`config.mk`:
```
export PLATFORM = sky130hd
export DESIGN_NAME = mpfe_queue
export DESIGN_NICKNAME = d
export VERILOG_FILES = /design/src/rtl/mpfe_pkg.sv /design/src/rtl/mpfe_queue.sv
export SDC_FILE = /design/constraint.sdc
export NUM_CORES = 1
export LEC_CHECK = 0
export BUFFER_PORTS_ARGS = -buffer_cell sky130_fd_sc_hd__clkbuf_2
export CORE_ASPECT_RATIO = 1.2
export CORE_UTILIZATION = 56
export DETAILED_ROUTE_END_ITERATION = 8
export PLACE_DENSITY = 0.78
export SETUP_SLACK_MARGIN = 0.5
export SYNTH_ARGS = -nofsm -noshare
export SYNTH_HDL_FRONTEND = slang
export SYNTH_SLANG_ARGS = --single-unit
```
`constraint.sdc`:
```
create_clock -name clk -period 2.92 [get_ports clk]
set_input_delay 0.292 -clock clk [delete_from_list [all_inputs] [get_ports clk]]
set_output_delay 0.292 -clock clk [all_outputs]
set_load 0.01 [all_outputs]
```
`src/rtl/mpfe_pkg.sv`:
```
`timescale 1ns / 1ps

package mpfe_pkg;

	localparam int COLUMNS    = 128;
	localparam int PAGES      = 8;
	localparam int ROWS       = PAGES * 8;
	localparam int STORE_SIZE = COLUMNS * PAGES;
	localparam int HDR_BYTES  = 3;

	localparam int COL_W  = $clog2(COLUMNS);
	localparam int ROW_W  = $clog2(ROWS);
	localparam int PAGE_W = (PAGES > 1) ? $clog2(PAGES) : 1;
	localparam int ADDR_W = $clog2(STORE_SIZE);
	localparam int POS_W  = $clog2(COLUMNS + HDR_BYTES);

	localparam int Q_DEPTH = 4;
	localparam int Q_PTR_W = $clog2(Q_DEPTH);
	localparam int Q_CNT_W = $clog2(Q_DEPTH + 1);

	localparam logic [7:0] CMD_PAGE_BASE = 8'hB0;
	localparam logic [7:0] CMD_COL_LOW   = 8'h00;
	localparam logic [7:0] CMD_COL_HIGH  = 8'h10;

	localparam logic [2:0] MODE_POINT   = 3'd0;
	localparam logic [2:0] MODE_FILL    = 3'd1;
	localparam logic [2:0] MODE_CLEAR   = 3'd2;
	localparam logic [2:0] MODE_REFRESH = 3'd3;
	localparam logic [2:0] MODE_TICK    = 3'd4;

	typedef enum logic [2:0] {
		K_POINT   = 3'd0,
		K_FILL    = 3'd1,
		K_CLEAR   = 3'd2,
		K_REFRESH = 3'd3,
		K_TICK    = 3'd4
	} kind_t;

	typedef struct packed {
		kind_t             kind;
		logic              on;
		logic [COL_W-1:0]  c0;
		logic [COL_W-1:0]  c1;
		logic [ROW_W-1:0]  r0;
		logic [ROW_W-1:0]  r1;
	} cmd_t;

	typedef struct packed {
		logic init_busy;
	} back_status_t;

	function automatic logic [PAGE_W-1:0] page_of(input logic [ROW_W-1:0] row);
		return PAGE_W'(row >> 3);
	endfunction

	function automatic logic [ADDR_W-1:0] store_addr(input logic [PAGE_W-1:0] page,
			input logic [COL_W-1:0] col);
		return ADDR_W'(ADDR_W'(page) * ADDR_W'(COLUMNS)) + ADDR_W'(col);
	endfunction

endpackage

```
`src/rtl/mpfe_queue.sv`:
```
`timescale 1ns / 1ps

module mpfe_queue (
	input  logic           clk,
	input  logic           arst_n,
	input  logic           push,
	input  mpfe_pkg::cmd_t push_cmd,
	output logic           full,
	input  logic           pop,
	output logic           valid,
	output mpfe_pkg::cmd_t head
);

	mpfe_pkg::cmd_t                 entry_q [mpfe_pkg::Q_DEPTH];
	logic [mpfe_pkg::Q_PTR_W-1:0]   wr_ptr_q, rd_ptr_q;
	logic [mpfe_pkg::Q_CNT_W-1:0]   cnt_q;
	logic                           do_pop;

	assign full   = cnt_q == mpfe_pkg::Q_CNT_W'(mpfe_pkg::Q_DEPTH);
	assign valid  = cnt_q != '0;
	assign head   = entry_q[rd_ptr_q];
	assign do_pop = pop && valid;

	always_ff @(posedge clk) begin
		if (push && !full) begin
			entry_q[wr_ptr_q] <= push_cmd;
		end
	end

	always_ff @(posedge clk or negedge arst_n) begin
		if (!arst_n) begin
			wr_ptr_q <= '0;
			rd_ptr_q <= '0;
			cnt_q    <= '0;
		end else begin
			if (push && !full) begin
				wr_ptr_q <= wr_ptr_q + 1'b1;
			end
			if (do_pop) begin
				rd_ptr_q <= rd_ptr_q + 1'b1;
			end
			if ((push && !full) && !do_pop) begin
				cnt_q <= cnt_q + 1'b1;
			end else if (!(push && !full) && do_pop) begin
				cnt_q <= cnt_q - 1'b1;
			end
		end
	end

endmodule

```
* Word-level counts from Yosys, hierarchy flattened *
Memory sizes are Yosys's and may differ from the RTL's.
Cells that the tools add are included.
W data, S select, Z words.

storage, ports and cells
  register bits = 7
  bits in writable memories = 120
  output and inout bits = 32
  logic and storage cells = 22
  memories = 1

memory list
  memory   words  width  read ports  clocked after memory_dff  write ports  line              source
  entry_q  4      30     1           0                         1            mpfe_queue.sv:14  mpfe_pkg::cmd_t entry_q [mpfe_pkg::Q_DEPTH];

cells by class
  $add $sub $neg = 4
  equality and inequality tests = 1
  mux-type cells = 4
  reduce and logical (&&, ||, !) cells = 9

operators by type and width
  kind                   number
  $mux W3                2
  $add A2 B1 Y2 const B  2
  $logic_and A1 B1 Y1    4
  $add A3 B1 Y3 const B  1
  $eq A3 B3 Y1 const B   1
  $logic_not A1 Y1       3
  $reduce_bool A3 Y1     1
  $sub A3 B1 Y3 const B  1
  $mux W1                2
  $reduce_bool A2 Y1     1

* Longest topological paths before layout *
  depth in word-level cells = 7
  gate-level depth with buffers = 9

* Worst setup path before layout *
OpenSTA, ideal clock, no wires.

  path type = reg-to-reg
  start point = register cnt_q[2] (netlist name)
  end point = memory entry_q[3][0] (netlist name) (enable)
  arrival time = 1847 ps
  path slack = 655 ps
  stages on the path, launching flop included = 3
  buffers on the path = 0
  period minus slack after synthesis = 2265 ps
  cell sequence = dfrtp_1 -> nor3b_4 -> nor2_1

on the way
  cells in the longest elaborated chain, start to end = 5

RTL lines
  element                        line              source
  from (decl)                    mpfe_queue.sv:16  logic [mpfe_pkg::Q_CNT_W-1:0] cnt_q;
  from (signal assigned)         mpfe_queue.sv:43  cnt_q <= cnt_q + 1'b1;
  from (signal assigned)         mpfe_queue.sv:45  cnt_q <= cnt_q - 1'b1;
  $eq A3 B3 Y1                   mpfe_queue.sv:19  assign full = cnt_q == mpfe_pkg::Q_CNT_W'(mpfe_pkg::Q_DEPTH);
  named net full                 mpfe_queue.sv:8   output logic full,
  $logic_not A1 Y1               mpfe_queue.sv:25  if (push && !full) begin
  $logic_and A1 B1 Y1            mpfe_queue.sv:25
  $mux W1                        mpfe_queue.sv:25
  $mux W1 (not written as such)  mpfe_queue.sv:26  entry_q[wr_ptr_q] <= push_cmd;
  to (decl)                      mpfe_queue.sv:14

The timed path passes the listed nets, and every way through them passes these cells.

==> results.sh <==
export IMPL_die_area_um2=8890
export IMPL_worstPathMaxFanout=17
export IMPL_io_pins=66
export IMPL_routed_wl_um=8677
export IMPL_place_area_um2=5265
export IMPL_ir_drop_v=0.0007264
export IMPL_syn_to_final_growth_pct=31.28
export IMPL_diodes=0
export IMPL_globalplace_congestion=0.7313
export IMPL_drt_iter0_drc=127
export IMPL_fp_coreArea_um2=8198
export IMPL_period_needed_ns=2.310
export IMPL_vias=2325
export IMPL_clkSinkCount=127
export IMPL_final_cell_area_um2=6260
export IMPL_netlist_area_um2=4768
export IMPL_viasPerCell=5.320
export IMPL_fmax_mhz=432.9
export IMPL_required_ns=2.63
export IMPL_holdPathEnd="rd_ptr_q[1]$_DFFE_PN0P_"
export IMPL_cts_tree="yes"
export IMPL_clock_root_buffer="clkbuf_8"
export IMPL_fin_crit_sh=0.7911
export IMPL_slew_viol_final=0
export IMPL_route_detailed_drc=0
export IMPL_clkPwrFrac=0.354
export IMPL_dp_cells=374
export IMPL_hold_violations=0
export IMPL_drt_first_pass_iters=4
export IMPL_worst_pin_slew_ns=0.7847
export IMPL_synth_distinct_cells=19
export IMPL_numCtsBuffers=17
export IMPL_grt_use_total=0.2166
export IMPL_grt_pass1_vias=2498
export IMPL_start_util=0.5817
export IMPL_ys_ff_latch=127
export IMPL_rr_worst_depth=8
export IMPL_maxCapViolCount=0
export IMPL_cp_arrival_ns=2.02
export IMPL_power_internal_mw=4.923
export IMPL_finalClockSkew_ns=0.004480
export IMPL_power_switching_mw=1.799
export IMPL_layout_drive_gt1_share=0.4458
export IMPL_grt_pass1_wl_um=13120
export IMPL_clkTransAtPathRegs_ns=0.06
export IMPL_synthesis_nets=233
export IMPL_cts_setup_buffers=0
export IMPL_powerDensity_nw_per_um2=1074
export IMPL_die_w_um=86.24
export IMPL_r2r_start="cnt_q[2]$_DFFE_PN0P_"
export IMPL_clkLatencyLatePin_ns=0.51
export IMPL_hold_path_startpoint="pop"
export IMPL_leakagePower_nw=2.267
export IMPL_r2r_slack_ns=0.68
export IMPL_fin_tns_setup_ns=0
export IMPL_setup_viol=0
export IMPL_start_kind="flip-flop"
export IMPL_antenna_found_initial=0
export IMPL_place_port_buffers=65
export IMPL_grt_max_degree=31
export IMPL_crit_type="flip-flop to output pin"
export IMPL_fin_util=0.7636
export IMPL_syn_avg_cell_area_um2=24.71
export IMPL_fp_dieH_um=103.1
export IMPL_crit_path_end_kind="output pin"
export IMPL_holdPathStages=3
export IMPL_ys_seq_area_frac=0.7924
export IMPL_hold_path_class="input port to flip-flop"
export IMPL_r2r_end="cnt_q[2]$_DFFE_PN0P_"
export IMPL_htreeDepth=4
export IMPL_hpwlAfterDp_um=4593
export IMPL_nets=350
export IMPL_p_sw_frac=0.2676
export IMPL_wire_per_inst_um=19.86
export IMPL_ant_nets=0
export IMPL_slew_headroom=0.4756
export IMPL_grt_overflow=0
export IMPL_p_comb_frac=0.258
export IMPL_status="finished, final reports clean"
export IMPL_clock_path_buffers=2
export IMPL_syn_inst=193
export IMPL_synth_warnings=0
export IMPL_pwr_share_seq=0.388
export IMPL_fp_row_count=36
export IMPL_final_cells=437
export IMPL_rsz0062_at_grt="no"
## state kept, by name, summed over array words and instances, names as in the netlist
register and count:
entry_q 120, rd_ptr_q 2, wr_ptr_q 2, cnt_q 3
## placed cells by master (no fill, tap or decap), types with 2 or more instances in the layout
| master | Yosys | final |
|---|---|---|
| xnor2_1 | 4 | 4 |
| buf_4 | 0 | 8 |
| xor2_1 | 2 | 2 |
| bufinv_16 | 0 | 7 |
| dlygate4sd3_1 | 0 | 31 |
| inv_1 | 3 | 3 |
| and2_2 | 0 | 3 |
| clkinvlp_4 | 0 | 4 |
| mux4_2 | 30 | 30 |
| edfxtp_1 | 120 | 120 |
| clkinv_4 | 0 | 2 |
| ha_1 | 5 | 5 |
| nand2_1 | 2 | 2 |
| dfrtp_1 | 7 | 6 |
| clkbuf_16 | 0 | 16 |
| clkbuf_2 | 0 | 65 |
## how the worst max path moves through the flow
stage	cells past startpoint	from	to	slack [ns]
CTS	3	rd_ptr_q[0]$_DFFE_PN0P_	head[24]	0.55
global route	8	cnt_q[2]$_DFFE_PN0P_	cnt_q[2]$_DFFE_PN0P_	0.51
finish	3	rd_ptr_q[0]$_DFFE_PN0P_	head[24]	0.61
global placement	8	cnt_q[0]$_DFFE_PN0P_	cnt_q[2]$_DFFE_PN0P_	0.85
detailed placement	8	cnt_q[2]$_DFFE_PN0P_	cnt_q[2]$_DFFE_PN0P_	0.77
floorplan	2	cnt_q[2]$_DFFE_PN0P_	entry_q[3][0]$_DFFE_PP_	0.66
## Yosys cell counts, drive strengths merged
master    n  area (µm²)
xnor2     4       35.03
ha        5       62.56
buf       8       71.31
xor2      2       17.52
or3       1       6.260
dfrtp     7       175.2
and2      3       18.77
inv       3       11.26
mux4     30       675.7
nor2      2       7.510
mux2      2       26.27
nand3     1       5.000
nand2     2       7.510
nor2b     1       6.260
edfxtp  120        3603
fa        1       20.02
nor3b     1       18.77
## power by group through the flow
stage / logic [mW] / clock network (mW) / registers [mW]
floorplan: 1.20 / 0 / 2.55
global placement: 1.69 / 0 / 2.61
detailed placement: 1.69 / 0 / 2.63
CTS: 1.75 / 2.41 / 2.61
global route: 1.87 / 2.48 / 2.64
finish: 1.73 / 2.38 / 2.61
## stage by stage
stage | power [mW] | hold slack, ns | setup WS, ns
after floorplan | 3.749 | -0.003591 | 0.6554
after global placement | 4.296 | 0.1356 | 0.8463
after detailed placement | 4.324 | 0.1438 | 0.7673
after CTS | 6.767 | 0.001684 | 0.5530
after global routing | 7.000 | 0.08630 | 0.5081
final | 6.722 | 0.09145 | 0.6100
## per-layer routing
metal  up-vias  GRT usage  share of wire
met5         -          0              0
met4         0    0.09615          0.014
met3        11    0.07286          0.040
met2        79     0.3516           0.53
met1      1196     0.2688           0.41
li1       1039          -              -
## worst max-delay path, cell delays in order, from the launching register on
cell	delay, ns
dfrtp_2	0.49
buf_6	0.30
mux4_2	0.57
clkbuf_2	0.15
## cell families (layout without fill, tap and decap cells)
kind of cell,after synthesis,in the layout,share of synthesized area
AND/OR/NAND/NOR,11,11,0.01470
XOR/XNOR,6,6,0.01102
buffers and inverters,11,141,0.01732
adder cells (fa/ha/maj),6,6,0.01732
flip-flops,127,127,0.7924
multiplexers,32,32,0.1472
## what timing repair did
item                                    in CTS  in global routing
endpoints found under the setup margin       9                  0
gates resized for setup                      1                  0
hold buffers                                30                  1
endpoints found under the hold margin      119                  4
## area by class of cell
| type | instances | area [µm²] |
|---|---|---|
| Inverter | 3 | 11.26 |
| Clock inverter | 15 | 266.5 |
| Multi-Input combinational cell | 55 | 918.4 |
| Tap cell | 114 | 142.6 |
| Timing Repair Buffer | 106 | 726.9 |
| Fill cell | 467 | 1938 |
| Sequential cell | 127 | 3780 |
| Clock buffer | 17 | 414.1 |
No activity file was read; power rests on OpenSTA's default activity.
