`src/rtl/mpfe_pkg.sv`:
```
`timescale 1ns / 1ps

package mpfe_pkg;

	localparam int COLUMNS    = 128;
	localparam int PAGES      = 8;
	localparam int ROWS       = PAGES * 8;
	localparam int STORE_SIZE = COLUMNS * PAGES;
	localparam int HDR_BYTES  = 3;

	localparam int COL_W  = $clog2(COLUMNS);
	localparam int ROW_W  = $clog2(ROWS);
	localparam int PAGE_W = (PAGES > 1) ? $clog2(PAGES) : 1;
	localparam int ADDR_W = $clog2(STORE_SIZE);
	localparam int POS_W  = $clog2(COLUMNS + HDR_BYTES);

	localparam int Q_DEPTH = 4;
	localparam int Q_PTR_W = $clog2(Q_DEPTH);
	localparam int Q_CNT_W = $clog2(Q_DEPTH + 1);

	localparam logic [7:0] CMD_PAGE_BASE = 8'hB0;
	localparam logic [7:0] CMD_COL_LOW   = 8'h00;
	localparam logic [7:0] CMD_COL_HIGH  = 8'h10;

	localparam logic [2:0] MODE_POINT   = 3'd0;
	localparam logic [2:0] MODE_FILL    = 3'd1;
	localparam logic [2:0] MODE_CLEAR   = 3'd2;
	localparam logic [2:0] MODE_REFRESH = 3'd3;
	localparam logic [2:0] MODE_TICK    = 3'd4;

	typedef enum logic [2:0] {
		K_POINT   = 3'd0,
		K_FILL    = 3'd1,
		K_CLEAR   = 3'd2,
		K_REFRESH = 3'd3,
		K_TICK    = 3'd4
	} kind_t;

	typedef struct packed {
		kind_t             kind;
		logic              on;
		logic [COL_W-1:0]  c0;
		logic [COL_W-1:0]  c1;
		logic [ROW_W-1:0]  r0;
		logic [ROW_W-1:0]  r1;
	} cmd_t;

	typedef struct packed {
		logic init_busy;
	} back_status_t;

	function automatic logic [PAGE_W-1:0] page_of(input logic [ROW_W-1:0] row);
		return PAGE_W'(row >> 3);
	endfunction

	function automatic logic [ADDR_W-1:0] store_addr(input logic [PAGE_W-1:0] page,
			input logic [COL_W-1:0] col);
		return ADDR_W'(ADDR_W'(page) * ADDR_W'(COLUMNS)) + ADDR_W'(col);
	endfunction

endpackage

```
`src/rtl/mpfe_front.sv`:
```
`timescale 1ns / 1ps

module mpfe_front (
	input  logic                  in_valid,
	output logic                  in_stall,
	input  logic [2:0]            mode,
	input  logic [7:0]            col_a,
	input  logic [7:0]            row_a,
	input  logic [7:0]            col_b,
	input  logic [7:0]            row_b,
	input  logic                  pixel_on,
	input  logic                  q_full,
	input  mpfe_pkg::back_status_t status,
	output logic                  push,
	output mpfe_pkg::cmd_t        push_cmd
);

	logic ca_ok, ra_ok, cb_ok, rb_ok, fill_ok, keep;

	assign ca_ok = {1'b0, col_a} < 9'(mpfe_pkg::COLUMNS);
	assign ra_ok = {1'b0, row_a} < 9'(mpfe_pkg::ROWS);
	assign cb_ok = {1'b0, col_b} < 9'(mpfe_pkg::COLUMNS);
	assign rb_ok = {1'b0, row_b} < 9'(mpfe_pkg::ROWS);
	assign fill_ok = ca_ok && ra_ok && (col_a <= col_b) && (row_a <= row_b);

	assign in_stall = status.init_busy || q_full;

	always_comb begin
		keep = 1'b1;
		push_cmd.on = pixel_on;
		push_cmd.c0 = mpfe_pkg::COL_W'(col_a);
		push_cmd.r0 = mpfe_pkg::ROW_W'(row_a);
		push_cmd.c1 = cb_ok ? mpfe_pkg::COL_W'(col_b) : mpfe_pkg::COL_W'(mpfe_pkg::COLUMNS - 1);
		push_cmd.r1 = rb_ok ? mpfe_pkg::ROW_W'(row_b) : mpfe_pkg::ROW_W'(mpfe_pkg::ROWS - 1);
		push_cmd.kind = mpfe_pkg::K_TICK;
		unique case (mode)
			mpfe_pkg::MODE_POINT: begin
				// a point is a one-byte draw
				push_cmd.kind = mpfe_pkg::K_POINT;
				push_cmd.c1 = mpfe_pkg::COL_W'(col_a);
				push_cmd.r1 = mpfe_pkg::ROW_W'(row_a);
				keep = ca_ok && ra_ok;
			end
			mpfe_pkg::MODE_FILL: begin
				push_cmd.kind = fill_ok ? mpfe_pkg::K_FILL : mpfe_pkg::K_REFRESH;
			end
			mpfe_pkg::MODE_CLEAR:   push_cmd.kind = mpfe_pkg::K_CLEAR;
			mpfe_pkg::MODE_REFRESH: push_cmd.kind = mpfe_pkg::K_REFRESH;
			mpfe_pkg::MODE_TICK:    push_cmd.kind = mpfe_pkg::K_TICK;
			default:                keep = 1'b0;
		endcase
	end

	assign push = in_valid && !in_stall && keep;

endmodule

```
`config.mk`:
```
export PLATFORM = sky130hd
export DESIGN_NAME = mpfe_front
export DESIGN_NICKNAME = d
export VERILOG_FILES = /design/src/rtl/mpfe_pkg.sv /design/src/rtl/mpfe_front.sv
export SDC_FILE = /design/constraint.sdc
export NUM_CORES = 1
export LEC_CHECK = 0
export BUFFER_PORTS_ARGS = -buffer_cell sky130_fd_sc_hd__buf_4
export CORE_ASPECT_RATIO = 1.2
export CORE_MARGIN = 1
export CORE_UTILIZATION = 39
export DETAILED_ROUTE_END_ITERATION = 12
export GPL_ROUTABILITY_DRIVEN = 0
export PLACE_DENSITY = 0.9
export SLEW_MARGIN = 20
export SYNTH_ARGS = -nofsm -noshare
export SYNTH_HDL_FRONTEND = slang
export SYNTH_SLANG_ARGS = --single-unit
```
`constraint.sdc`:
```
create_clock -name vclk -period 2.4
set_clock_uncertainty 0.15 [all_clocks]
set_input_delay 0.48 -clock vclk [all_inputs]
set_output_delay 0.48 -clock vclk [all_outputs]
set_load 0.05 [all_outputs]
```
== Yosys cells after proc, flatten, opt, wreduce, memory -nomap -nowiden ==
Cells that the tools add are included.
Widths: inputs -> output; s select.
Cells by class
  $add $sub $neg: 0
  multiply operators: 0
  div/mod/pow operators: 0
  order comparisons: 6
  eq/ne operators: 4
  shift operators: 0
  mux-type cells: 7
  bitwise logic cells: 0
  reduce and logical (&&, ||, !) cells: 9
Operator list (count)
  $le 8x8->1: 2
  $lt 8x7->1 const B: 2
  $lt 8x8->1 const B: 2
  $mux 7: 2
  $mux 6: 2
  $pmux 3 s4: 1
  $eq 3x2->1 const B: 2
  $logic_and 1x1->1: 5
  $reduce_or 4->1: 1
  $eq 3x1->1 const B: 1
  $eq 3x3->1 const B: 1
  $logic_not 3->1: 1
  $mux 2: 1
  $pmux 1 s2: 1
  $logic_not 1->1: 1
  $logic_or 1x1->1: 1
Word-level totals
  register bits after elaboration: 0
  latch bits: 0
  RAM bits: 0
  memory bits (read-only): 0
  bits of input ports: 39
  output and inout bits: 32
  word-level logic and storage cells: 26
  memories: 0

== Depth between registers and ports, before layout ==
Gate-level depths: netlist of the first run.
  depth in word-level cells: 6
  mapped depth: 7
  depth with buffers taken out: 7

== Worst setup path after synthesis of the first run ==
No wires, ideal clock.
  path kind: input to output
  start point: input port row_b[7]
  end point: output port push_cmd[28] (netlist name)
  data arrival time: 2.503 ns
  data required time: 1.770 ns
  slack: -0.733 ns
  stages on the path: 7
  path buffers: 0
  cells stage by stage: inv_1 -> ha_1 -> nand4_1 -> nor2b_1 -> a21boi_0 -> nor3b_1 -> a311oi_1
RTL lines
  start: declaration: RTL line mpfe_front.sv:10  | input logic [7:0] row_b,
  end: declaration: RTL line mpfe_front.sv:15  | output mpfe_pkg::cmd_t push_cmd

==> results of run 1 <==
logic make-up (layout without fill, tap and decap cells):
logic type / after synthesis / count (layout)
AOI/OAI and AO/OA: 31 / 31
buffers and inverters: 36 / 108
adders and majority gates: 16 / 16
and+or+nand+nor: 37 / 37
final cells by class:
cell class	count	area share (%)
repair buffers	90	47.0
multi-input cells	84	46.5
inverters	18	5.00
well taps	19	1.58
power by group through the flow:
stage | sequential (mW) | clock (mW) | combinational [mW]
2_1_floorplan | 0 | 0 | 0.213
3_3_place_gp | 0 | 0 | 0.330
3_5_place_dp | 0 | 0 | 0.338
4_1_cts | 0 | 0 | 0.368
5_1_grt | 0 | 0 | 0.400
6_report | 0 | 0 | 0.375
metrics by stage:
step           worst slack [ns]  power (mW)  util [%]
2_1_floorplan            -0.183       0.213         -
3_3_place_gp             -0.253       0.330      73.2
3_5_place_dp             -0.274       0.338      73.2
4_1_cts                 -0.0354       0.368      81.5
5_1_grt                  -0.152       0.400      82.1
6_report                -0.0642       0.375      82.1
worst max-delay path, cell delays in order:
cell and delay [ns]:
sky130_fd_sc_hd__buf_4 0.13, sky130_fd_sc_hd__ha_4 0.26, sky130_fd_sc_hd__nand4_1 0.14, sky130_fd_sc_hd__nor2b_1 0.16
sky130_fd_sc_hd__a21boi_2 0.19, sky130_fd_sc_hd__nor3b_2 0.07, sky130_fd_sc_hd__a311oi_4 0.21, sky130_fd_sc_hd__buf_6 0.19
cell usage in the layout, fill, tap and decap left out, types with 4 or more instances in the layout:
cell type,count
sky130_fd_sc_hd__a21oi_1,12
sky130_fd_sc_hd__a31oi_1,6
sky130_fd_sc_hd__buf_4,82
sky130_fd_sc_hd__buf_6,8
sky130_fd_sc_hd__ha_1,7
sky130_fd_sc_hd__ha_4,9
sky130_fd_sc_hd__inv_1,12
sky130_fd_sc_hd__nand2_1,4
sky130_fd_sc_hd__nor2_1,20
sky130_fd_sc_hd__o21ai_1,4
worst min path at each step:
stage,startpoint,cells after the start,slack (ns),to
after floorplan,mode[2],1,0.87,push_cmd[28]
after global placement,pixel_on,0,0.81,push_cmd[26]
after detailed placement,pixel_on,0,0.81,push_cmd[26]
after CTS,pixel_on,0,0.81,push_cmd[26]
after global routing,pixel_on,0,0.81,push_cmd[26]
final,pixel_on,0,0.81,push_cmd[26]
metal layers:
metal  share of wire [%]  wire, µm
met2                  59      1540
met5                   0         0
met4                0.61        16
met3                 5.7       150
met1                  35       912
what timing repair did:
item                                    CTS  global route
hold endpoints to repair                  0             0
endpoints found under the setup margin    1             1
setup buffers                             0             0
pin swaps                                11             2
gates resized for setup                  32             3
==> flow_metrics.env, run 1 <==
export IMPL_globalRouteMet3Util_pct=1.47
export IMPL_n_antenna_cell=0
export IMPL_critPathCaptureType="output port"
export IMPL_synth_simple_gate_area_share_pct=22.3
export IMPL_final_hold_viol_count=0
export IMPL_placementRows=17
export IMPL_multi_input_comb_area_um2=698
export IMPL_hold_path_class="in -> out"
export IMPL_timing_critical_path_to="push_cmd[28]"
export IMPL_floorplan_initialDensity_pct=41.1
export IMPL_switching_power_mw=0.216
export IMPL_cp_data_arrival_time_ns=1.83
export IMPL_drt_antenna_net_count=0
export IMPL_netlist_top_cells_count="20 x sky130_fd_sc_hd__nor2_1, 18 x sky130_fd_sc_hd__inv_1, 16 x sky130_fd_sc_hd__ha_1, 14 x sky130_fd_sc_hd__a21oi_1, 14 x sky130_fd_sc_hd__buf_4"
export IMPL_timing_critical_path_required_ns=1.77
export IMPL_chipHeight_um=50.1
export IMPL_syn_cell_area_um2=752
export IMPL_ys_types=22
export IMPL_least_margin_pin_slew_ns=0.260
export IMPL_relative_contribution_of_sequential_cells_to_total_power_pct=0
export IMPL_portBuffers=69
export IMPL_area_growth_pct=99.8
export IMPL_instances_no_fill=211
export IMPL_seq_area_frac_synth_pct=0
export IMPL_grt_ovfl_total=0
export IMPL_average_cell_area_after_synthesis_um2=6.27
export IMPL_post_synth_mux_area_share_pct=0
export IMPL_drt_total_wl_um=2620
export IMPL_synth_top_cell_by_area="sky130_fd_sc_hd__ha_1"
export IMPL_vias=1081
export IMPL_number_of_global_route_vias_before_repair=1067
export IMPL_design_seq_count=0
export IMPL_global_route_usage_met1_pct=25.4
export IMPL_dpl_cell_count=212
export IMPL_die_area_um2=2110
export IMPL_ys_warnings_count=0
export IMPL_place_area_um2=1340
export IMPL_pwr_density_cell_nw_per_um2=250
export IMPL_num_nets_final=249
export IMPL_clock_buffers=0
export IMPL_netSwitchingFraction_pct=57.5
export IMPL_synth_xor_area_share_pct=0
export IMPL_start_kind="primary input"
export IMPL_grt_usage_pct=25.2
export IMPL_worst_setup_path_type="in -> out"
export IMPL_route_detailed_wl_per_inst_um=12.4
export IMPL_drv_cap=0
export IMPL_syn_num_nets=175
export IMPL_crit_path_start="row_a[6]"
export IMPL_final_cell_area_um2=1500
export IMPL_final_max_slew_viol_count=0
export IMPL_finalSetupViolCount=1
export IMPL_grt_start_max_net_pins=15
export IMPL_detailed_place_hpwl_um=2060
export IMPL_max_fclk_mhz=406
export IMPL_largest_cells_by_area_after_synthesis="sky130_fd_sc_hd__ha_1 27%, sky130_fd_sc_hd__buf_4 14%, sky130_fd_sc_hd__nor2_1 10%"
export IMPL_drt_iter0_drc=16
export IMPL_synth_adder_area_share_pct=26.6
export IMPL_n_fill_cell=104
export IMPL_grt_met2_usage_pct=56.0
export IMPL_core_area_um2=1830
export IMPL_area_sequential_um2=0
export IMPL_grt_antenna_before_repair=0
export IMPL_dr_pass1_iters=4
export IMPL_grt_busiest_layer="met2"
export IMPL_p_leak_nw=0.769
export IMPL_yosys_cell_count_top_type="sky130_fd_sc_hd__nor2_1"
export IMPL_floorplan_io_pins=71
export IMPL_drc=0
export IMPL_synth_compound_area_share_pct=23.1
export IMPL_grt_first_pass_wirelength_um=4370
export IMPL_clkPwrFrac_pct=0
export IMPL_holdWs_ns=0.810
export IMPL_setup_repair_after_global_routing_missed_its_margin="yes"
export IMPL_finalWorstPathRequiredPeriod_ns=2.46
export IMPL_outcome="finished, violations left"
export IMPL_relSlewSlack_pct=82.5
export IMPL_die_width_um=42.1
export IMPL_crit_fanout=2
export IMPL_avgViaCountPerCell=5.12
export IMPL_pwr_share_comb_pct=100.0
export IMPL_violated_checks="negative setup slack"
export IMPL_p_int_mw=0.159
export IMPL_synth_largest_type_area_fraction_pct=26.6
export IMPL_synthesis_instances=120
export IMPL_timing_final_crit_share_pct=103
export IMPL_drive_above_1_share_pct=58.9
export IMPL_number_of_hold_buffers_added_after_cts=0
export IMPL_fin_tns_setup_ns=-0.0642
export IMPL_synth_top_family_by_area="buffers and inverters"
export IMPL_timing_final_ws_setup_ns=-0.0642
export IMPL_peak_supply_drop_uv=158
Note: power is estimated with default switching activity, not from simulation.
==> run 2, diff against run 1 <==
==> constraint.sdc (replaced) <==
create_clock -name vclk -period 2.4
set_clock_uncertainty 0.15 [all_clocks]
set_input_delay 0.48 -clock vclk [all_inputs]
set_output_delay 0.48 -clock vclk [all_outputs]
set_load 0.01 [all_outputs]
==> run 2 against run 1 <==
Net effect:
- the flow now finishes without violations
- total power down 27%
- setup slack better by 0.12 ns
- wire length up 8.6%
- count of clock-buffer cells in the layout unchanged
- first-iteration DRC count up 25%
==> flow_metrics.env, run 2 (synthesis results as in run 1) <==
export IMPL_finalCoreUtilization_pct=80.0
export IMPL_max_fclk_mhz=427
export IMPL_portBuffers=69
export IMPL_cp_top_family="compound AO/OA/AOI/OAI gates"
export IMPL_avgViaCountPerCell=5.31
export IMPL_die_width_um=42.1
export IMPL_timing_critical_path_buf_inv=2
export IMPL_pwr_share_comb_pct=100.0
export IMPL_timing_final_crit_share_pct=97.6
export IMPL_final_max_slew_viol_count=0
export IMPL_drt_iter0_drc=20
export IMPL_start_kind="primary input"
export IMPL_netSwitchingFraction_pct=44.6
export IMPL_slowest_stage="sky130_fd_sc_hd__ha_4"
export IMPL_placementRows=17
export IMPL_area_growth_pct=94.7
export IMPL_drv_cap=0
export IMPL_finalWorstPathRequiredPeriod_ns=2.34
export IMPL_final_hold_viol_count=0
export IMPL_p_leak_nw=0.731
export IMPL_route_detailed_wl_per_inst_um=13.8
export IMPL_p_total_mw=0.275
export IMPL_drive_above_1_share_pct=61.0
export IMPL_relative_contribution_of_sequential_cells_to_total_power_pct=0
export IMPL_outcome="complete, no violations"
export IMPL_grt_antenna_before_repair=0
export IMPL_crit_fanout=2
export IMPL_die_area_um2=2110
export IMPL_hold_path_class="in -> out"
export IMPL_detailed_place_hpwl_um=1950
export IMPL_grt_first_pass_wirelength_um=3810
export IMPL_drt_total_wl_um=2840
export IMPL_peak_supply_drop_uv=103
export IMPL_grt_usage_pct=21.1
export IMPL_clock_buffers=0
export IMPL_timing_critical_path_mode_cell="sky130_fd_sc_hd__buf_4"
export IMPL_critical_path_max_stage_delay_ns=0.26
export IMPL_core_area_um2=1830
export IMPL_instances_no_fill=206
export IMPL_pwr_density_cell_nw_per_um2=188
export IMPL_finalSetupViolCount=0
export IMPL_p_int_mw=0.152
export IMPL_dr_pass1_iters=5
export IMPL_design_seq_count=0
export IMPL_area_sequential_um2=0
export IMPL_critPathCaptureType="output port"
export IMPL_n_antenna_cell=0
export IMPL_mostFrequentLayoutCells="80 x sky130_fd_sc_hd__buf_4, 20 x sky130_fd_sc_hd__nor2_1, 14 x sky130_fd_sc_hd__a21oi_1, 12 x sky130_fd_sc_hd__ha_4, 9 x sky130_fd_sc_hd__inv_2"
export IMPL_floorplan_io_pins=71
export IMPL_dpl_cell_count=205
export IMPL_timing_critical_path_required_ns=1.77
export IMPL_chipHeight_um=50.1
export IMPL_drc=0
export IMPL_number_of_global_route_vias_before_repair=1048
export IMPL_cp_data_arrival_time_ns=1.71
export IMPL_grt_ovfl_total=0
export IMPL_n_fill_cell=131
export IMPL_cell_by_cell_listing_of_the_critical_path="buf_4 -> ha_4 -> nand4_1 -> nor2b_1 -> a21boi_2 -> nor3b_2 -> a311oi_1 -> buf_4"
export IMPL_relSlewSlack_pct=83.4
export IMPL_grt_start_max_net_pins=19
export IMPL_worst_setup_path_type="in -> out"
export IMPL_clkPwrFrac_pct=0
export IMPL_final_common_cell="sky130_fd_sc_hd__buf_4"
export IMPL_switching_power_mw=0.122
export IMPL_num_nets_final=244
export IMPL_drt_antenna_net_count=0
export IMPL_floorplan_initialDensity_pct=41.1
export IMPL_vias=1093
export IMPL_least_margin_pin_slew_ns=0.247
[run 2: cell types whose count changed in the layout (fill, tap and decap cells not counted), moves of 2 or more]
| cell | previous run | this run |
|---|---|---|
| sky130_fd_sc_hd__ha_1 | 7 | 4 |
| sky130_fd_sc_hd__inv_2 | 3 | 9 |
| sky130_fd_sc_hd__inv_1 | 12 | 6 |
| sky130_fd_sc_hd__ha_4 | 9 | 12 |
| sky130_fd_sc_hd__buf_4 | 82 | 80 |
| sky130_fd_sc_hd__a21oi_1 | 12 | 14 |
| sky130_fd_sc_hd__a21oi_2 | 2 | 0 |
| sky130_fd_sc_hd__buf_6 | 8 | 5 |
[run 2: timing repair]
action,in CTS,in global routing
setup buffers,0,1
setup endpoints to repair,1,1
pin swaps,1,11
hold endpoints to repair,0,0
resized for setup,2,38
hold buffers,0,0
[run 2: path summary, 6_finish.rpt]
path / startpoint / endpoint / cells after the start
max: row_a[6] / push_cmd[28] / 8
min: pixel_on / push_cmd[26] / 0
[run 2: metal layers]
metal  up-vias  global-route usage (%)  routed length, µm
met4         0                    4.17                 51
li1        532                       -                  -
met2        47                    44.5               1700
met5         -                       0                  0
met3         6                    2.20                141
met1       508                    21.3                954
[run 2: per-stage QoR]
step | area (µm²) | hold slack [ns] | setup WS (ns) | setup TNS [ns]
2_1_floorplan | 752 | 0.856 | 0.137 | 0
3_3_place_gp | 1260 | 0.810 | -0.0732 | -0.0732
3_5_place_dp | 1260 | 0.810 | -0.0554 | -0.0554
4_1_cts | 1270 | 0.810 | 0.0260 | 0
5_1_grt | 1460 | 0.810 | -0.0357 | -0.0357
6_report | 1460 | 0.810 | 0.0583 | 0
[run 2: area by class of cell]
type / instances / area [µm²] / area share [%]
Inverter: 18 / 75.1 / 5.13
Multi-Input combinational cell: 84 / 708 / 48.4
Tap cell: 19 / 23.8 / 1.62
Timing Repair Buffer: 85 / 657 / 44.9
[run 2: power groups by stage]
stage          registers [mW]  clock network (mW)  logic (mW)
3_5_place_dp                0                   0       0.228
2_1_floorplan               0                   0       0.111
5_1_grt                     0                   0       0.299
3_3_place_gp                0                   0       0.220
4_1_cts                     0                   0       0.230
6_report                    0                   0       0.275
